==> config.mk <==
export PLATFORM = sky130hd
export DESIGN_NAME = p2va_norm_div
export DESIGN_NICKNAME = d
export VERILOG_FILES = /design/src/hdl/p2va_pkg.sv /design/src/hdl/p2va_norm_div.sv
export SDC_FILE = /design/constraint.sdc
export NUM_CORES = 2
export LEC_CHECK = 0
export ABC_AREA = 1
export BUFFER_PORTS_ARGS = -buffer_cell sky130_fd_sc_hd__buf_2
export CAP_MARGIN = 20
export CORE_MARGIN = 4
export CORE_UTILIZATION = 60
export DETAILED_ROUTE_END_ITERATION = 7
export HOLD_SLACK_MARGIN = 0.02
export PLACE_DENSITY = 0.81
export SLEW_MARGIN = 20
export SYNTH_ARGS = -nofsm -noshare
export SYNTH_HDL_FRONTEND = slang
export SYNTH_SLANG_ARGS = --single-unit
==> constraint.sdc <==
create_clock -name clk -period 16.45 [get_ports clk]
set_input_delay 2.4675 -clock clk [delete_from_list [all_inputs] [get_ports clk]]
set_output_delay 2.4675 -clock clk [all_outputs]
set_load 0.01 [all_outputs]
==> src/hdl/p2va_pkg.sv <==
// ============================================================================
// p2va_pkg: shared types and constants of the pixel to view angle block
// Fixed point limits, register indexes, beat types and the arctangent table.
// ============================================================================
package p2va_pkg;

    localparam int CORDIC_STAGES   = 16;
    localparam int ANGLE_FRAC_BITS = 8;
    localparam int DIV_STAGES      = 16;

    localparam logic signed [48:0] BIAS_Q16     = 49'sd655;
    localparam logic signed [32:0] AIM_DROP_Q24 = 33'sd55364813;
    localparam logic [31:0]        NORM_LIMIT   = 32'd16777215;
    localparam logic [32:0]        RAD_LIMIT    = 33'd33554432;
    localparam logic signed [48:0] TAN_LIMIT    = 49'sd2147483647;
    localparam logic [17:0]        FOCAL_MIN    = 18'd16;

    typedef enum logic [2:0] {
        REG_FOCAL_X  = 3'd0,
        REG_FOCAL_Y  = 3'd1,
        REG_CENTER_X = 3'd2,
        REG_CENTER_Y = 3'd3,
        REG_DIST_K1  = 3'd4,
        REG_DIST_K2  = 3'd5,
        REG_DIST_P1  = 3'd6,
        REG_DIST_P2  = 3'd7
    } reg_idx_t;

    typedef struct packed {
        logic [17:0]        focal_x;
        logic [17:0]        focal_y;
        logic [15:0]        center_x;
        logic [15:0]        center_y;
        logic signed [19:0] dist_k1;
        logic signed [19:0] dist_k2;
        logic signed [19:0] dist_p1;
        logic signed [19:0] dist_p2;
    } cam_cfg_t;

    typedef struct packed {
        logic [15:0] pixel_x;
        logic [15:0] pixel_y;
    } pix_beat_t;

    typedef struct packed {
        logic signed [24:0] norm_x;
        logic signed [24:0] norm_y;
    } norm_beat_t;

    typedef struct packed {
        logic signed [31:0] tan_x;
        logic signed [31:0] tan_y;
    } tan_beat_t;

    typedef struct packed {
        logic signed [15:0] yaw_angle;
        logic signed [15:0] pitch_angle;
        logic signed [15:0] pitch_aim_angle;
    } ang_beat_t;

    // atan(2^-i) in degrees, Q.24.
    function automatic logic signed [31:0] atan_deg_q24(input int idx);
        logic signed [31:0] v;
        unique case (idx)
            0:       v = 32'sd754974720;
            1:       v = 32'sd445687602;
            2:       v = 32'sd235489089;
            3:       v = 32'sd119537938;
            4:       v = 32'sd60000934;
            5:       v = 32'sd30029717;
            6:       v = 32'sd15018523;
            7:       v = 32'sd7509720;
            8:       v = 32'sd3754917;
            9:       v = 32'sd1877466;
            10:      v = 32'sd938734;
            11:      v = 32'sd469367;
            12:      v = 32'sd234684;
            13:      v = 32'sd117342;
            14:      v = 32'sd58671;
            15:      v = 32'sd29335;
            16:      v = 32'sd14668;
            17:      v = 32'sd7334;
            18:      v = 32'sd3667;
            19:      v = 32'sd1833;
            20:      v = 32'sd917;
            21:      v = 32'sd458;
            22:      v = 32'sd229;
            23:      v = 32'sd115;
            default: v = 32'sd0;
        endcase
        return v;
    endfunction

endpackage

==> src/hdl/p2va_norm_div.sv <==
// ============================================================================
// p2va_norm_div: principal point offset and focal length division
// Radix-4 restoring divider, two quotient bits per stage, both axes at once.
// ============================================================================
module p2va_norm_div
    import p2va_pkg::*;
(
    input  logic       clk,
    input  logic       rst_n,
    input  cam_cfg_t   cfg,
    input  logic       up_valid,
    output logic       up_ready,
    input  pix_beat_t  up_data,
    output logic       dn_valid,
    input  logic       dn_ready,
    output norm_beat_t dn_data
);

    localparam int NST = DIV_STAGES + 2;

    typedef struct packed {
        logic        neg;
        logic [31:0] num;
        logic [17:0] rem;
        logic [31:0] quo;
    } div_lane_t;

    function automatic div_lane_t div_prep(input logic [15:0] pix, input logic [15:0] ctr);
        div_lane_t          r;
        logic signed [16:0] d;
        logic [16:0]        mag;
        d     = $signed({1'b0, pix}) - $signed({1'b0, ctr});
        mag   = d[16] ? 17'(-d) : 17'(d);
        r.neg = d[16];
        r.num = {mag[15:0], 16'd0};
        r.rem = 18'd0;
        r.quo = 32'd0;
        return r;
    endfunction

    function automatic div_lane_t div_step(input div_lane_t l, input logic [17:0] dv);
        div_lane_t   r;
        logic [18:0] trial;
        r = l;
        for (int b = 0; b < 2; b++) begin
            trial = {r.rem, r.num[31]};
            r.num = {r.num[30:0], 1'b0};
            if (trial >= {1'b0, dv}) begin
                r.rem = 18'(trial - {1'b0, dv});
                r.quo = {r.quo[30:0], 1'b1};
            end
            else begin
                r.rem = trial[17:0];
                r.quo = {r.quo[30:0], 1'b0};
            end
        end
        return r;
    endfunction

    function automatic logic signed [24:0] div_finish(input div_lane_t l);
        logic [23:0] q;
        q = (l.quo > NORM_LIMIT) ? NORM_LIMIT[23:0] : l.quo[23:0];
        return l.neg ? -$signed({1'b0, q}) : $signed({1'b0, q});
    endfunction

    div_lane_t          lx_reg [0:DIV_STAGES];
    div_lane_t          ly_reg [0:DIV_STAGES];
    logic signed [24:0] nx_reg;
    logic signed [24:0] ny_reg;
    logic [NST-1:0]     vld_reg;
    logic [NST-1:0]     en;
    logic [17:0]        div_x;
    logic [17:0]        div_y;

    // Focal lengths below FOCAL_MIN (16 pixels) are treated as FOCAL_MIN.
    assign div_x = (cfg.focal_x < FOCAL_MIN) ? FOCAL_MIN : cfg.focal_x;
    assign div_y = (cfg.focal_y < FOCAL_MIN) ? FOCAL_MIN : cfg.focal_y;

    always_comb
    begin
        en[NST-1] = !vld_reg[NST-1] || dn_ready;
        for (int i = NST - 2; i >= 0; i--)
        begin
            en[i] = !vld_reg[i] || en[i+1];
        end
    end

    assign up_ready       = en[0];
    assign dn_valid       = vld_reg[NST-1];
    assign dn_data.norm_x = nx_reg;
    assign dn_data.norm_y = ny_reg;

    always_ff @(posedge clk or negedge rst_n)
    begin
        if (!rst_n)
        begin
            vld_reg <= '0;
        end
        else
        begin
            for (int i = 0; i < NST; i++)
            begin
                if (en[i])
                begin
                    vld_reg[i] <= (i == 0) ? up_valid : vld_reg[i-1];
                end
            end
        end
    end

    always_ff @(posedge clk)
    begin
        if (en[0])
        begin
            lx_reg[0] <= div_prep(up_data.pixel_x, cfg.center_x);
            ly_reg[0] <= div_prep(up_data.pixel_y, cfg.center_y);
        end
        for (int i = 1; i <= DIV_STAGES; i++)
        begin
            if (en[i])
            begin
                lx_reg[i] <= div_step(lx_reg[i-1], div_x);
                ly_reg[i] <= div_step(ly_reg[i-1], div_y);
            end
        end
        if (en[NST-1])
        begin
            nx_reg <= div_finish(lx_reg[DIV_STAGES]);
            ny_reg <= div_finish(ly_reg[DIV_STAGES]);
        end
    end

endmodule

==> metrics.md <==
| Metric | Value |
|---|---|
| Final WL | 295000 µm |
| Final RePlAce weighted congestion | about 0.95 |
| Std cell rows | 157 |
| Synth warn | 0 |
| CTS Buf Count | 147 |
| Die X | approximately 440 µm |
| Worst r2r src | vld_reg[17] |
| Worst Hold Class | reg -> reg |
| Cell Area, Synth | 111000 µm² |
| Initial core utilization | 0.604 |
| Clock slew at the register clock pins of the worst setup and hold paths | 60 ps |
| Worst Tran Pin Value | 1070 ps |
| Grt met1 use | 0.409 |
| Seq cells post-synth | approximately 1.3k |
| GRT Util Overall | 0.300 |
| Post-route ant nets | 0 |
| Nets | 15.5k |
| Routed via count | 97.3k |
| Max transition margin | 0.285 |
| Skew-Pair Late Insertion Delay | 810 ps |
| Crit start category | input pin |
| Setup crit end kind | output port |
| Post-CTS Hold Buffers | 0 |
| Htree depth | 4 |
| Core area | approximately 180000 µm² |
| Cts repair resizes | 0 |
| Ys flop type | edfxtp_1 |
| Sum Neg Setup Slack | 0 ps |
| TritonCTS clock tree | yes |
| Commonest cells in the netlist | 3969 x nand2_1, 1312 x edfxtp_1, 1205 x inv_1 |
| Critical path cell sequence | buf_2 -> inv_1 -> nand2_2 -> buf_4 -> nor2_2 -> nand2_4 -> nor2_4 -> nand4_4 -> nor2_2 -> nand4_4 -> buf_4 -> nor2_2 -> nand3_4 -> nor2_2 -> nand4_1 -> buf_4 -> buf_2 |
| Antenna violations before repair | 1 |
| Largest fanout on the critical path | 72 |
| Count leader, synth | nand2_1 |
| Outcome | finished clean |
| DRT iter0 DRCs | 9227 |
| Sink Count | 1330 |
| Met3 GRT Util | 0.0383 |
| Ports | 236 |
| Pins Over Slew Limit | 0 |
| Minimum clock period | 9820 ps |
| Setup violators final | 0 |
| Most Frequent Cell on Critical Path | nor2_2 |
| Period Utilization, post-route | 0.597 |
| Slowest library cell on the worst path | nor2_2 |
| Synth area leader | edfxtp_1 |
| CTS Root Cell | clkbuf_16 |
| Post-Syn Instances | 14.0k |
| Post-DP HPWL | 215000 µm |
| Origin of the worst setup path | dn_ready |
| Asr flop ratio synth | 0.0135 |
| Share of layout cells above drive strength 1 | 0.0572 |
| Vias in the first global route | 90.0k |
| Largest net degree at the start of global routing | 79 |
| Seq/Total Area, Yosys | 0.360 |
| Mean Syn Cell Area | 7.93 µm² |
| Number of max-cap violations | 0 |
| Final Hold Vio Count | 0 |
| Synth cell types | 67 |
| WP data arrival | about 7400 ps |
| Unrepaired setup endpoints after global routing | false |
| Grt ovf | 0 |
| Global-route wire length before repair | 467000 µm |
| DRT Pass-1 Iters | 6 |
| DR vias/cell | 5.81 |
| Post-synth top area share | 0.356 |
| Port buffer count | 155 |
| Post-DR wirelength/cell | ~18 µm |
| HP Start | lx_reg[0][412] |
| Skew final | 29.9 ps |
| Area grow syn2layout | 7.79% |
| Vert. Die Dim | between 400 and 500 µm |
| CTS Buffer Depth | 3 |
| GRT met2 Usage | 0.484 |
| Worst stage delay on the critical path | 580 ps |
| CP Class | in -> out |
| Req. time, crit path | ~14000 ps |
| Synth area leaders | edfxtp_1 36%, nand2_1 13%, ha_1 13% |
| # DRC | 0 |
| Post-synth EDFFs | 1312 |
| Max Fclk | 0.102 GHz |
| Die area | 191000 µm² |
| GR peak layer | met2 |
| Setup bufs post-CTS | 0 |
-- kinds of logic after synthesis --
family                     synth area share
xor gates and xnor gates             0.0677
and+or+nand+nor                       0.255
DFF                                   0.360
AOI/OAI and AO/OA                     0.126
buffers and inverters                0.0538
other                             0.0000339
adders and majority gates             0.137
-- worst max-delay path, delay by kind of cell --
family,cells,cell delay [ps]
AND/OR/NAND/NOR,11,3370
buffers and inverters,6,1340
-- cells in the final DEF (no fill, tap or decap), types with 48 or more instances in the layout --
cell,n
clkbuf_16,149
edfxtp_1,1312
ha_1,1136
xnor2_1,383
nand2_1,3957
buf_2,155
nor4_1,62
o21ai_1,165
nor2_1,878
or2_2,97
xor2_1,472
nand4_1,205
o21bai_1,90
inv_2,55
nor3_1,179
a21oi_1,1041
nand3_1,1016
inv_1,1172
o21ai_0,820
a21o_1,99
a31oi_1,81
buf_4,87
fa_1,48
-- area by class of cell --
class	instances	area, µm²
well taps	2464	3080
clock buffers	173	3850
flip-flops and latches	1330	39800
clock inverters	91	1190
diodes	3	7.51
fillers	15565	63900
repair buffers	244	1480
inverters	1234	4640
multi-input cells	11214	65100
-- metal layers --
layer | wire, µm | vias to the layer above
met1 | 128000 | 44360
met4 | 13400 | 0
met3 | 22500 | 736
met2 | 132000 | 3622
li1 | - | 48594
met5 | 0 | -
-- through the flow --
stage | hold slack, ps | instances | area [µm²] | worst slack, ps | utilization
2_1_floorplan | 400 | 13986 | 111000 | 1130 | -
3_3_place_gp | 400 | 16484 | 114000 | 6830 | 0.623
3_5_place_dp | 405 | 16484 | 114000 | 6670 | 0.623
4_1_cts | 410 | 16748 | 119000 | 6570 | 0.651
5_1_grt | 414 | 16750 | 119000 | 6180 | 0.651
6_report | 405 | 16753 | 119000 | 6630 | 0.651
-- final timing paths --
check / depth (start not counted) / slack [ps] / endpoint
hold / removal: 0 / 410 / lx_reg[0][495]
setup reg to reg: 14 / 10350 / ly_reg[0][286]
max in group asynchronous: 1 / 14410 / vld_reg[12]
setup / recovery: 17 / 6630 / up_ready
hold reg to reg: 0 / 410 / lx_reg[0][495]
min in group asynchronous: 1 / 1660 / vld_reg[0]
Power is not shown: default switching activity piles up to over one toggle a cycle in this logic, so the estimate is an artifact.
